==> config.mk <==
export PLATFORM = sky130hd
export DESIGN_NAME = memory_lcd_frame_serializer
export DESIGN_NICKNAME = d
export VERILOG_FILES = /design/src/design/mlfs_pkg.sv /design/src/design/mlfs_front.sv /design/src/design/mlfs_queue.sv /design/src/design/mlfs_back.sv /design/src/design/memory_lcd_frame_serializer.sv
export SDC_FILE = /design/constraint.sdc
export NUM_CORES = 1
export LEC_CHECK = 0
export BUFFER_PORTS_ARGS = -buffer_cell sky130_fd_sc_hd__buf_2
export CAP_MARGIN = 25
export CORE_MARGIN = 1.5
export CORE_UTILIZATION = 58
export CTS_BUF_LIST = sky130_fd_sc_hd__clkbuf_8
export DETAILED_ROUTE_END_ITERATION = 8
export PLACE_DENSITY = 0.79
export SLEW_MARGIN = 40
export SYNTH_ARGS = -nofsm -noshare
export SYNTH_HDL_FRONTEND = slang
export SYNTH_SLANG_ARGS = --single-unit
==> constraint.sdc <==
create_clock -name clk -period 3.3 [get_ports clk]
set_clock_uncertainty 0.15 [all_clocks]
set_input_delay 0.495 -clock clk [delete_from_list [all_inputs] [get_ports clk]]
set_output_delay 0.495 -clock clk [all_outputs]
set_load 0.01 [all_outputs]
==> src/design/mlfs_pkg.sv <==
// Package for the memory LCD frame serializer.
// Holds item and queue entry types, register indexes and the bit reverse helper.
// No dependencies.
package mlfs_pkg;

    localparam int MAX_LINE_BYTES = 64;
    localparam int LB_W           = 7;
    localparam int BYTE_IDX_W     = 6;
    localparam int CFG_IDX_W      = 2;
    localparam int CFG_DATA_W     = 8;
    localparam int QUEUE_DEPTH    = 4;
    localparam int QUEUE_PTR_W    = 2;
    localparam int QUEUE_CNT_W    = 3;
    localparam int SLOT_N         = 5;

    localparam logic [7:0]      WRITE_CMD_RESET  = 8'd128;
    localparam logic [7:0]      CLEAR_CMD_RESET  = 8'd32;
    localparam logic [7:0]      FRAME_ROWS_RESET = 8'd168;
    localparam logic [LB_W-1:0] LINE_BYTES_RESET = 7'd18;
    localparam logic [LB_W-1:0] LINE_BYTES_MAX   = LB_W'(MAX_LINE_BYTES);

    typedef enum logic [CFG_IDX_W-1:0] {
        REG_WRITE_CMD  = 2'd0,
        REG_CLEAR_CMD  = 2'd1,
        REG_FRAME_ROWS = 2'd2,
        REG_LINE_BYTES = 2'd3
    } cfg_index_t;

    typedef enum int {
        SLOT_CMD   = 0,
        SLOT_LINE  = 1,
        SLOT_DATA  = 2,
        SLOT_DUMMY = 3,
        SLOT_CLOSE = 4
    } slot_t;

    typedef struct packed {
        logic       func;
        logic [7:0] pixel_byte;
    } in_t;

    typedef struct packed {
        logic [7:0] spi_byte;
        logic       select_release;
        logic       last;
    } out_t;

    typedef struct packed {
        logic [7:0]        cmd_byte;
        logic [7:0]        line_byte;
        logic [7:0]        data_byte;
        logic [SLOT_N-1:0] slots;
    } entry_t;

    function automatic logic [7:0] bit_reverse8(input logic [7:0] v);
        logic [7:0] r;
        for (int i = 0; i < 8; i++)
        begin
            r[i] = v[7-i];
        end
        return r;
    endfunction

endpackage

==> src/design/mlfs_front.sv <==
// Front part of the memory LCD frame serializer.
// Holds the configuration registers and frame position, classifies each item into a queue entry.
// Depends on mlfs_pkg.
module mlfs_front (
    input  logic                               clk,
    input  logic                               rst_n,
    input  logic                               cfg_wr_en,
    input  logic [mlfs_pkg::CFG_IDX_W-1:0]     cfg_index,
    input  logic [mlfs_pkg::CFG_DATA_W-1:0]    cfg_data,
    input  logic                               in_valid,
    output logic                               in_ready,
    input  mlfs_pkg::in_t                      in_item,
    output logic                               q_wr_valid,
    input  logic                               q_wr_ready,
    output mlfs_pkg::entry_t                   q_wr_entry
);
    import mlfs_pkg::*;

    logic [7:0]            write_cmd_reg;
    logic [7:0]            clear_cmd_reg;
    logic [7:0]            frame_rows_reg;
    logic [LB_W-1:0]       line_bytes_reg;
    logic [7:0]            line_index_reg;
    logic [7:0]            line_index_next;
    logic [BYTE_IDX_W-1:0] byte_index_reg;
    logic [BYTE_IDX_W-1:0] byte_index_next;
    logic                  in_frame_reg;
    logic                  in_frame_next;

    logic [7:0]            rows;
    logic [LB_W-1:0]       lb;
    logic [7:0]            li;
    logic [BYTE_IDX_W-1:0] bi;
    logic                  line_end;
    logic                  frame_end;
    logic                  accept;
    logic                  drop;

    always_ff @(posedge clk or negedge rst_n)
    begin
        if (!rst_n)
        begin
            write_cmd_reg  <= WRITE_CMD_RESET;
            clear_cmd_reg  <= CLEAR_CMD_RESET;
            frame_rows_reg <= FRAME_ROWS_RESET;
            line_bytes_reg <= LINE_BYTES_RESET;
        end
        else if (cfg_wr_en)
        begin
            case (cfg_index_t'(cfg_index))
                REG_WRITE_CMD:  write_cmd_reg  <= cfg_data;
                REG_CLEAR_CMD:  clear_cmd_reg  <= cfg_data;
                REG_FRAME_ROWS: frame_rows_reg <= cfg_data;
                REG_LINE_BYTES: line_bytes_reg <= cfg_data[LB_W-1:0];
                default:        ;
            endcase
        end
    end

    always_comb
    begin
        rows = (frame_rows_reg == 8'd0) ? 8'd1 : frame_rows_reg;
        if (line_bytes_reg == '0)
            lb = LB_W'(1);
        else if (line_bytes_reg > LINE_BYTES_MAX)
            lb = LINE_BYTES_MAX;
        else
            lb = line_bytes_reg;

        li        = in_frame_reg ? line_index_reg : 8'd0;
        bi        = in_frame_reg ? byte_index_reg : '0;
        line_end  = ({1'b0, bi} + LB_W'(1)) >= lb;
        frame_end = ({1'b0, li} + 9'd1) >= {1'b0, rows};

        drop       = in_item.func && in_frame_reg;
        in_ready   = q_wr_ready;
        accept     = in_valid && in_ready;
        q_wr_valid = in_valid && !drop;

        q_wr_entry           = '0;
        q_wr_entry.line_byte = bit_reverse8(li + 8'd1);
        q_wr_entry.data_byte = ~in_item.pixel_byte;
        if (in_item.func)
        begin
            q_wr_entry.cmd_byte          = clear_cmd_reg;
            q_wr_entry.slots[SLOT_CMD]   = 1'b1;
            q_wr_entry.slots[SLOT_DUMMY] = 1'b1;
            q_wr_entry.slots[SLOT_CLOSE] = 1'b1;
        end
        else
        begin
            q_wr_entry.cmd_byte          = write_cmd_reg;
            q_wr_entry.slots[SLOT_CMD]   = !in_frame_reg;
            q_wr_entry.slots[SLOT_LINE]  = (bi == '0);
            q_wr_entry.slots[SLOT_DATA]  = 1'b1;
            q_wr_entry.slots[SLOT_DUMMY] = line_end;
            q_wr_entry.slots[SLOT_CLOSE] = line_end && frame_end;
        end

        line_index_next = line_index_reg;
        byte_index_next = byte_index_reg;
        in_frame_next   = in_frame_reg;
        if (accept && !in_item.func)
        begin
            if (line_end)
            begin
                byte_index_next = '0;
                if (frame_end)
                begin
                    line_index_next = 8'd0;
                    in_frame_next   = 1'b0;
                end
                else
                begin
                    line_index_next = li + 8'd1;
                    in_frame_next   = 1'b1;
                end
            end
            else
            begin
                byte_index_next = bi + BYTE_IDX_W'(1);
                line_index_next = li;
                in_frame_next   = 1'b1;
            end
        end
    end

    always_ff @(posedge clk or negedge rst_n)
    begin
        if (!rst_n)
        begin
            line_index_reg <= 8'd0;
            byte_index_reg <= '0;
            in_frame_reg   <= 1'b0;
        end
        else
        begin
            line_index_reg <= line_index_next;
            byte_index_reg <= byte_index_next;
            in_frame_reg   <= in_frame_next;
        end
    end

endmodule

==> src/design/mlfs_queue.sv <==
// Short entry queue between the front and back parts of the serializer.
// Depends on mlfs_pkg.
module mlfs_queue (
    input  logic             clk,
    input  logic             rst_n,
    input  logic             wr_valid,
    output logic             wr_ready,
    input  mlfs_pkg::entry_t wr_entry,
    output logic             rd_valid,
    input  logic             rd_ready,
    output mlfs_pkg::entry_t rd_entry
);
    import mlfs_pkg::*;

    entry_t                 slot_reg [QUEUE_DEPTH];
    logic [QUEUE_PTR_W-1:0] wr_ptr_reg;
    logic [QUEUE_PTR_W-1:0] rd_ptr_reg;
    logic [QUEUE_CNT_W-1:0] count_reg;
    logic [QUEUE_CNT_W-1:0] count_next;
    logic                   push;
    logic                   pop;

    assign wr_ready = (count_reg != QUEUE_CNT_W'(QUEUE_DEPTH));
    assign rd_valid = (count_reg != '0);
    assign rd_entry = slot_reg[rd_ptr_reg];
    assign push     = wr_valid && wr_ready;
    assign pop      = rd_valid && rd_ready;

    always_comb
    begin
        count_next = count_reg;
        if (push && !pop)
            count_next = count_reg + QUEUE_CNT_W'(1);
        else if (pop && !push)
            count_next = count_reg - QUEUE_CNT_W'(1);
    end

    always_ff @(posedge clk)
    begin
        if (push)
            slot_reg[wr_ptr_reg] <= wr_entry;
    end

    always_ff @(posedge clk or negedge rst_n)
    begin
        if (!rst_n)
        begin
            wr_ptr_reg <= '0;
            rd_ptr_reg <= '0;
            count_reg  <= '0;
        end
        else
        begin
            if (push)
                wr_ptr_reg <= wr_ptr_reg + QUEUE_PTR_W'(1);
            if (pop)
                rd_ptr_reg <= rd_ptr_reg + QUEUE_PTR_W'(1);
            count_reg <= count_next;
        end
    end

endmodule

==> src/design/mlfs_back.sv <==
// Back part: expands each queue entry into link bytes, one per cycle unless stalled.
// Depends on mlfs_pkg.
module mlfs_back (
    input  logic             clk,
    input  logic             rst_n,
    input  logic             q_rd_valid,
    output logic             q_rd_ready,
    input  mlfs_pkg::entry_t q_rd_entry,
    output logic             out_valid,
    input  logic             out_ready,
    output mlfs_pkg::out_t   out_item
);
    import mlfs_pkg::*;

    entry_t            cur_reg;
    logic [SLOT_N-1:0] mask_reg;
    logic [SLOT_N-1:0] mask_next;
    logic              out_valid_reg;
    logic              out_valid_next;
    out_t              out_reg;
    out_t              out_next;

    logic [SLOT_N-1:0] pick;
    logic [SLOT_N-1:0] rest;
    logic              emit;
    logic              load;

    always_comb
    begin
        pick = mask_reg & (~mask_reg + SLOT_N'(1));
        rest = mask_reg & ~pick;
        emit = (mask_reg != '0) && (!out_valid_reg || out_ready);
        load = (mask_reg == '0) || (emit && rest == '0);
        q_rd_ready = load;

        out_next = out_reg;
        out_next.select_release = 1'b0;
        out_next.last           = (rest == '0);
        if (pick[SLOT_CMD])
            out_next.spi_byte = cur_reg.cmd_byte;
        else if (pick[SLOT_LINE])
            out_next.spi_byte = cur_reg.line_byte;
        else if (pick[SLOT_DATA])
            out_next.spi_byte = cur_reg.data_byte;
        else
        begin
            out_next.spi_byte       = 8'd0;
            out_next.select_release = pick[SLOT_CLOSE];
        end

        out_valid_next = out_valid_reg;
        if (emit)
            out_valid_next = 1'b1;
        else if (out_ready)
            out_valid_next = 1'b0;

        mask_next = emit ? rest : mask_reg;
        if (load)
            mask_next = q_rd_valid ? q_rd_entry.slots : '0;
    end

    always_ff @(posedge clk or negedge rst_n)
    begin
        if (!rst_n)
        begin
            mask_reg      <= '0;
            out_valid_reg <= 1'b0;
        end
        else
        begin
            mask_reg      <= mask_next;
            out_valid_reg <= out_valid_next;
        end
    end

    always_ff @(posedge clk)
    begin
        if (load && q_rd_valid)
            cur_reg <= q_rd_entry;
        if (emit)
            out_reg <= out_next;
    end

    assign out_valid = out_valid_reg;
    assign out_item  = out_reg;

endmodule

==> src/design/memory_lcd_frame_serializer.sv <==
// Top level of the memory LCD frame serializer: front, entry queue and back.
// Depends on mlfs_pkg, mlfs_front, mlfs_queue, mlfs_back.
//
// Each item is classified as it is accepted and put into a four-entry queue; the back part
// then sends the bytes it causes on the output channel, one byte per cycle while out_ready
// does not stall it. A run of plain pixel bytes goes through at one item per cycle when the
// output is not stalled; a write command, line header, dummy or frame close adds one extra
// byte each. The first byte of an item passes through the queue slot, the back part's
// current entry register and the output register before it appears. A clear item arriving
// while a frame is open is accepted and dropped. Configuration is taken at the next clock
// edge and applies to items accepted afterward.
module memory_lcd_frame_serializer (
    input  logic                            clk,
    input  logic                            rst_n,
    input  logic                            cfg_wr_en,
    input  logic [mlfs_pkg::CFG_IDX_W-1:0]  cfg_index,
    input  logic [mlfs_pkg::CFG_DATA_W-1:0] cfg_data,
    input  logic                            in_valid,
    output logic                            in_ready,
    input  mlfs_pkg::in_t                   in_item,
    output logic                            out_valid,
    input  logic                            out_ready,
    output mlfs_pkg::out_t                  out_item
);
    import mlfs_pkg::*;

    logic   q_wr_valid;
    logic   q_wr_ready;
    entry_t q_wr_entry;
    logic   q_rd_valid;
    logic   q_rd_ready;
    entry_t q_rd_entry;

    mlfs_front u_front (
        .clk        (clk),
        .rst_n      (rst_n),
        .cfg_wr_en  (cfg_wr_en),
        .cfg_index  (cfg_index),
        .cfg_data   (cfg_data),
        .in_valid   (in_valid),
        .in_ready   (in_ready),
        .in_item    (in_item),
        .q_wr_valid (q_wr_valid),
        .q_wr_ready (q_wr_ready),
        .q_wr_entry (q_wr_entry)
    );

    mlfs_queue u_queue (
        .clk      (clk),
        .rst_n    (rst_n),
        .wr_valid (q_wr_valid),
        .wr_ready (q_wr_ready),
        .wr_entry (q_wr_entry),
        .rd_valid (q_rd_valid),
        .rd_ready (q_rd_ready),
        .rd_entry (q_rd_entry)
    );

    mlfs_back u_back (
        .clk        (clk),
        .rst_n      (rst_n),
        .q_rd_valid (q_rd_valid),
        .q_rd_ready (q_rd_ready),
        .q_rd_entry (q_rd_entry),
        .out_valid  (out_valid),
        .out_ready  (out_ready),
        .out_item   (out_item)
    );

endmodule
* Word level (Yosys, flattened, before mapping)
Memory sizes are Yosys's and may differ from the RTL's. Index checks and enable logic that the tools add are counted.
Cells by class: eq/ne operators 4, bitwise logic cells 5, order comparisons 3, muxes and demuxes 26, reductions and logical operators 35, add/sub/neg operators 9
Operators with widths (count):
- $mux W8 | 8
- $mux W5 | 3
- $mux W7 | 2
- $mux W6 | 2
- $logic_and A1 B1 Y1 | 11
- $and A5 B5 Y5 | 2
- $logic_not A5 Y1 | 2
- $not A5 Y5 | 2
- $add A8 B1 Y9 const B | 1
- $ge A9 B8 Y1 | 1
- $add A8 B1 Y8 const B | 1
- $logic_not A8 Y1 | 1
- $not A8 Y8 | 1
- $reduce_and A2 Y1 | 4
- $add A6 B1 Y7 const B | 1
- $ge A7 B7 Y1 | 1
- $gt A7 B7 Y1 const B | 1
- $logic_not A7 Y1 | 1
- $mux W1 | 7
- $add A6 B1 Y6 const B | 1
- $logic_not A1 Y1 | 6
- $logic_not A6 Y1 | 1
- $mux W3 | 2
- $reduce_bool A2 Y1 | 3
- other kinds (13) | 17
Word-level totals: input port bits 24, register bits 93, memories 1, word-level logic and storage cells 101, output and inout bits 12, RAM bits 116
Memories:
- u_queue.slot_reg | depth 4, bits a word 29, rd ports 1, clocked after memory_dff 0, write ports 1, RTL line mlfs_queue.sv:15 | entry_t slot_reg [QUEUE_DEPTH];

* Logic depth before layout (Yosys ltp)
Gate-level depths: netlist of the first run.
depth after elaboration 12, gate-level depth with buffers 14, depth with buffers taken out 12

* By module
A second synthesis of the first run with hierarchy kept.
Second synthesis, totals: cells, all modules 560, area total of the unflattened synthesis 8958.6 µm²
By module, submodules not included:
- mlfs_queue | instances 1, cells an instance 186, seq. area each 3658.5 µm², area each 4599.4 µm²
- mlfs_front | instances 1, cells an instance 265, seq. area each 1159.9 µm², area each 2790.2 µm²
- mlfs_back | instances 1, cells an instance 109, seq. area each 1171.1 µm², area each 1569.0 µm²

* Least setup slack after synthesis of the first run
No wires, ideal clock.
path type reg-to-reg, start register u_front.in_frame_reg, end memory u_queue.slot_reg[0][4] (netlist name), data pin, arrival 2899 ps, cell stages (with the launch flop) 13, data required time 2887 ps, buffers on the path 2, path slack -12 ps, library setup time 263 ps, period minus slack after synthesis 3312 ps, cells stage by stage dfrtp_1 > buf_2 > clkbuf_1 > and2_1 > ha_1 > nand4_1 > o21ai_1 > ha_1 > a21o_1 > a221o_1 > a21oi_4 > o21ai_2 > a21o_1
RTL lines:
- start, declared | RTL line mlfs_front.sv:27 | logic in_frame_reg;
- start signal, assigned | RTL line mlfs_front.sv:140 | in_frame_reg <= in_frame_next;
- end, declared | RTL line mlfs_queue.sv:15

==> results of run 1 <==
-- routing by layer --
metal	GRT usage (%)	vias to the layer above	part of all wire (%)
met5	0	-	0
met3	4.85	28	5.4
li1	-	2255	-
met2	36.6	140	49
met4	7.30	0	1.9
met1	29.0	2512	43
-- timing repair --
item | in CTS | in global routing
resized for setup | 0 | 1
buffers inserted | 0 | 0
hold endpoints to repair | 0 | 52
endpoints found under the setup margin | 0 | 11
hold buffers | 0 | 1
-- worst register-to-register path, delay by kind of cell, from the launching register on --
family	cells	cell delay [ps]
AO/OA/AOI/OAI	4	890
AND/OR/NAND/NOR	4	690
flip-flops	1	430
adder cells (fa/ha/maj)	1	330
XOR/XNOR	1	220
buffers and inverters	1	130
-- layout by cell type, fill, tap and decap left out, drive strengths merged, types with 7 or more instances in the layout --
cell	synthesis	final
mux4	29	29
edfxtp	150	150
clkinv	1	12
mux2	40	40
o31ai	7	7
xor2	7	7
ha	23	23
nand2	41	41
nor2	19	19
clkbuf	8	40
o21ai	25	25
dfstp	7	7
xnor2	7	7
buf	9	59
dfrtp	52	52
a22oi	8	8
nand4	7	7
inv	28	37
nand3	9	9
-- final timing paths --
| kind | start | slack [ps] | depth (start not counted) | to |
|---|---|---|---|---|
| worst max-delay path | u_front.line_index_reg[2] | 220 | 11 | u_queue.slot_reg[3][4] |
| worst min-delay path | cfg_data[1] | 110 | 2 | u_front.clear_cmd_reg[1] |
| worst max register to register | u_front.line_index_reg[2] | 220 | 11 | u_queue.slot_reg[3][4] |
| worst min register to register | u_front.write_cmd_reg[6] | 330 | 1 | u_front.write_cmd_reg[6] |
| max in group asynchronous | rst_n | 2090 | 3 | u_front.in_frame_reg |
| min in group asynchronous | rst_n | 440 | 3 | u_queue.rd_ptr_reg[1] |
-- metrics by stage --
stage                     worst slack [ps]  instances  hold slack (ps)
after floorplan                       79.9        545             49.4
after global placement                 317        771              310
after detailed placement               210        771              317
after CTS                              192        834             1.40
after global routing                  15.3        835              106
final                                  224        835              111
-- power by group through the flow --
stage / logic [mW] / clock network, mW / registers, mW
final: 2.54 / 2.23 / 4.07
after global routing: 2.79 / 2.40 / 4.14
after CTS: 2.56 / 2.29 / 4.08
after detailed placement: 2.55 / 0 / 4.13
after global placement: 2.45 / 0 / 4.09
after floorplan: 1.84 / 0 / 3.99
-- cell type report --
cell class / instances / area [µm²]
flip-flops and latches: 209 / 5990
fillers: 966 / 4630
multi-input cells: 290 / 2670
clock buffers: 40 / 551
repair buffers: 60 / 369
well taps: 184 / 230
clock inverters: 23 / 148
inverters: 29 / 109
-- kinds of logic after synthesis --
group,count (synthesis),synth area share (%)
flops,209,67.7
simple gates,104,5.77
compound gates,77,6.75
mux,70,12.6
buf+inv,46,2.14
fa+ha+maj,25,3.61
xor+xnor,14,1.47
==> reports/metrics.cfg, run 1 <==
[floorplan]
die_area_um2=16000
initial_core_util_pct=60.2
ios=36
die_x_um=127
fp.coreArea_um2=14700
fp-row-count=44
die_h_um=127

[logic_synthesis]
synth.most_common_cell=edfxtp_1
synthFlopType=edfxtp_1
synth_fp_nets=593
yosysSeqAreaShare_pct=67.7
syn_avg_cell_area_um2=16.2
yosys_register_bits=209
synthDominantCellAreaShare_pct=50.9
syn-cell-area_um2=8850
synthCells=545
async_flop_share_pct=28.2
synth_area_leaders=edfxtp_1, dfrtp_1, mux4_2, mux2_1, ha_1
yosys_warnings=0
synth_cell_types=63
synth_edf_count=150
yosysTopAreaCell=edfxtp_1
synthTopCellsByCount=edfxtp_1, dfrtp_1, nand2_1

[timing]
finalSetupViolCount=0
finalHoldViolCount=0
timing.final.crit_share_pct=93.2
fin_setup_tns_ps=0
rsz0062_at_grt=no
fin_crit_ps=3080
fmax_ghz=0.325
worstMarginPinSlew_ps=768
relSlewSlack_pct=48.6
slew_viol_final=0

[worst_hold_path]
hold_path.class=in2reg

[worst_setup_path]
slowest_delay_ps=430
worstPathArrival_ps=3170
crit_path_end_kind=flop
worstSetupPathType=reg2reg
cp_cell_sequence=and3_1, nand4_1, nor2_1, xor2_1, inv_1, ha_1, and3_1, a221o_1, a21oi_4, o21ai_2, a21o_1
crit_top_cell=and3_1
cp-start-kind=flop
slowest_stage=dfrtp_1
required_ps=3400
critical_path_peak_fanout=7
crit_buf_inv=1
crit_family=compound AO/OA/AOI/OAI gates

[place]
port_buffers=35
place_congestion=0.893
place_area_um2=9360
hpwl_mm=11.0

[routing]
post_drt_wl_per_cell_um=19.9
via_count=4935
routed_wl_mm=16.6
dr.pass1.iters=4
drt_iter0_drc=441
routed_via_density=5.91
ant_nets=0
drcViolationCount=0

[run]
max-cap-violations=0

[final_layout]
final_nets=673
diodes=0
largest_register_ffs=116
stdcell_area_um2=10100
drive_gt1_share_pct=25.7
area_delta_synth_final_pct=13.8
finish.utilization_pct=68.5

[power]
power.leakage_nw=3.89
power_frac_seq_pct=46.0
power.density_nw_per_um2=879
swShare_pct=31.3
ir_drop_mv=0.453
power_mw=8.85
clockPowerShare_pct=25.3
internal_power_mw=6.08
pwr-share-comb_pct=28.8
power.switching_mw=2.77

[clocking]
clk_latency_ps=510
cts_buffers=35
tritoncts_num_sinks=209
clock-root-buffer=clkbuf_8
clk_pin_slew_ps=60
htreeDepth=2
tritoncts=built
cts_buffer_depth=3

[global_route]
grt_pass1_wl_mm=27.0
grt_overflow=0
grt_use_total_pct=21.9
grt_pass1_vias=5166
grt_max_degree=60
antenna_found_initial=0

[outcome]
status=finished clean

(Power assumes the default switching activity.)
==> run 2: changes to the inputs <==
--- a/config.mk
+++ b/config.mk
@@ -10,8 +10,10 @@
 export CORE_MARGIN = 1.5
 export CORE_UTILIZATION = 58
 export CTS_BUF_LIST = sky130_fd_sc_hd__clkbuf_8
+export CTS_CLUSTER_DIAMETER = 30
 export DETAILED_ROUTE_END_ITERATION = 8
 export PLACE_DENSITY = 0.79
+export SETUP_SLACK_MARGIN = 0.5
 export SLEW_MARGIN = 40
 export SYNTH_ARGS = -nofsm -noshare
 export SYNTH_HDL_FRONTEND = slang
==> reports/metrics.cfg, run 2 (synthesized netlist as in run 1, its figures left out) <==
[routing]
routed_wl_mm=17.9
drt_iter0_drc=445
post_drt_wl_per_cell_um=20.6
ant_nets=0
routed_via_density=6.02
dr.pass1.iters=6
via_count=5236
drcViolationCount=0

[final_layout]
stdcell_area_um2=10700
final-seq-area_um2=5990
diodes=0
layout_common_cells=edfxtp_1, dfrtp_1, buf_4
largest_register_ffs=116
final_nets=704
stdcell_count=870
drive_gt1_share_pct=35.6
multi_input_area_um2=2920
final_common_cell=edfxtp_1
fillers=876
area_delta_synth_final_pct=20.4

[power]
power.leakage_nw=4.09
ir_drop_mv=0.559
power.density_nw_per_um2=900

[timing]
fmax_ghz=0.314
relSlewSlack_pct=49.5
fin_crit_ps=3190
finalHoldWorstSlack_ps=95.6
worst_slack_ps=114
fin_setup_tns_ps=0
finalSetupViolCount=0
timing.final.crit_share_pct=96.5
slew_viol_final=0
worstMarginPinSlew_ps=756
finalHoldViolCount=0
rsz0062_at_grt=yes

[floorplan]
die_x_um=127
fp-row-count=44
die_h_um=127
die_area_um2=16000
initial_core_util_pct=60.2
ios=36
fp.coreArea_um2=14700

[place]
place_area_um2=9340
port_buffers=35
hpwl_mm=10.4
placed_cells=763
dp_slack_ps=74.5
place_congestion=0.881

[worst_setup_path]
worstPathArrival_ps=3490
ff2ff_setup_slack_ps=110
critPathLaunch=u_front.in_frame_reg
slowest_delay_ps=430
endpoint=u_front.line_index_reg[1]
cp-start-kind=flop
required_ps=3600
rr_worst_depth=13
critical_path_peak_fanout=6
r2r_end=u_front.line_index_reg[1]
reg2reg_from=u_front.in_frame_reg
slowest_stage=dfrtp_2
cp_cell_sequence=buf_6, and2_4, ha_4, nand4_1, nand3_1, o21ai_2, ha_1, a21o_1, a221o_1, a21oi_4, o21ai_4, buf_4, o31ai_1
worstSetupPathType=reg2reg
crit_path_end_kind=flop

[clocking]
clock-root-buffer=clkbuf_8
tritoncts=built
htreeDepth=2
tritoncts_num_sinks=209
cts_buffer_depth=3
clk_latency_ps=540
cts_buffers=40
clk_pin_slew_ps=60

[outcome]
status=finished clean

[global_route]
grt_max_degree=48
grt_use_total_pct=22.2
grt_busiest_layer=met2
grt_pass1_wl_mm=27.4
grt_overflow=0
antenna_found_initial=0
grt_pass1_vias=5487
use_met2_pct=38.0
met3_usage_pct=4.26
met1_usage_pct=27.6

[worst_hold_path]
hold_path.class=in2reg
holdCritStartpoint=cfg_data[2]

[run]
max-cap-violations=0

[run 2: cell types whose count changed in the layout (fill, tap and decap cells not counted), moves of 4 or more]
cell	previous run	this run
nor2_1	19	15
nand2_1	40	36
o41ai_1	6	1
o41ai_2	0	5
o21ai_1	20	15
clkinvlp_4	1	7
buf_4	23	45
inv_1	34	26
buf_6	1	5
[run 2: worst min path at each step]
| stage | slack [ps] | to | depth (start not counted) |
|---|---|---|---|
| global route | 80 | u_front.clear_cmd_reg[2] | 2 |
| finish | 100 | u_front.frame_rows_reg[2] | 2 |
| floorplan | 50 | u_back.mask_reg[0] | 0 |
| detailed placement | 320 | u_front.write_cmd_reg[5] | 1 |
| CTS | 70 | u_front.frame_rows_reg[2] | 2 |
| global placement | 310 | u_front.write_cmd_reg[6] | 1 |
[run 2: worst max-delay path, delay by kind of cell, from the launching register on]
family | cells | cell delay (ps)
buf+inv | 2 | 290
simple gates | 3 | 520
fa+ha+maj | 2 | 470
compound gates | 6 | 1210
flops | 1 | 430
[run 2: timing repair]
| item | CTS | global route |
|---|---|---|
| setup endpoints to repair | 23 | 24 |
| hold buffers | 1 | 0 |
| setup buffers | 23 | 11 |
| hold endpoints to repair | 39 | 0 |
| pin swaps | 19 | 24 |
| resized for setup | 18 | 29 |
[run 2: final cells by class]
class	instances	area share, %
inverter	29	1.05
sequential	209	56.3
clock inverter	32	2.35
timing repair buffer	86	5.58
tap	184	2.16
multi-input combinational	290	27.4
clock buffer	40	5.17
[run 2: report_power, final]
group | leakage [nW] | switching, mW | internal, mW | total (mW)
logic | 1.62 | 1.61 | 1.36 | 2.97
clock network | 0.405 | 1.11 | 1.40 | 2.51
registers | 2.07 | 0.417 | 3.70 | 4.11
[run 2: per-layer routing]
| layer | share of wire [%] | vias to the layer above |
|---|---|---|
| li1 | - | 2326 |
| met1 | 40 | 2591 |
| met2 | 50 | 246 |
| met3 | 6.2 | 73 |
| met4 | 3.9 | 0 |
| met5 | 0 | - |
[run 2: metrics by stage]
| step | util [%] | power [mW] |
|---|---|---|
| finish | 72.5 | 9.59 |
| global route | 72.5 | 10.1 |
| CTS | 70.8 | 9.41 |
| detailed placement | 63.5 | 6.63 |
| global placement | 63.5 | 6.46 |
| floorplan | - | 5.88 |
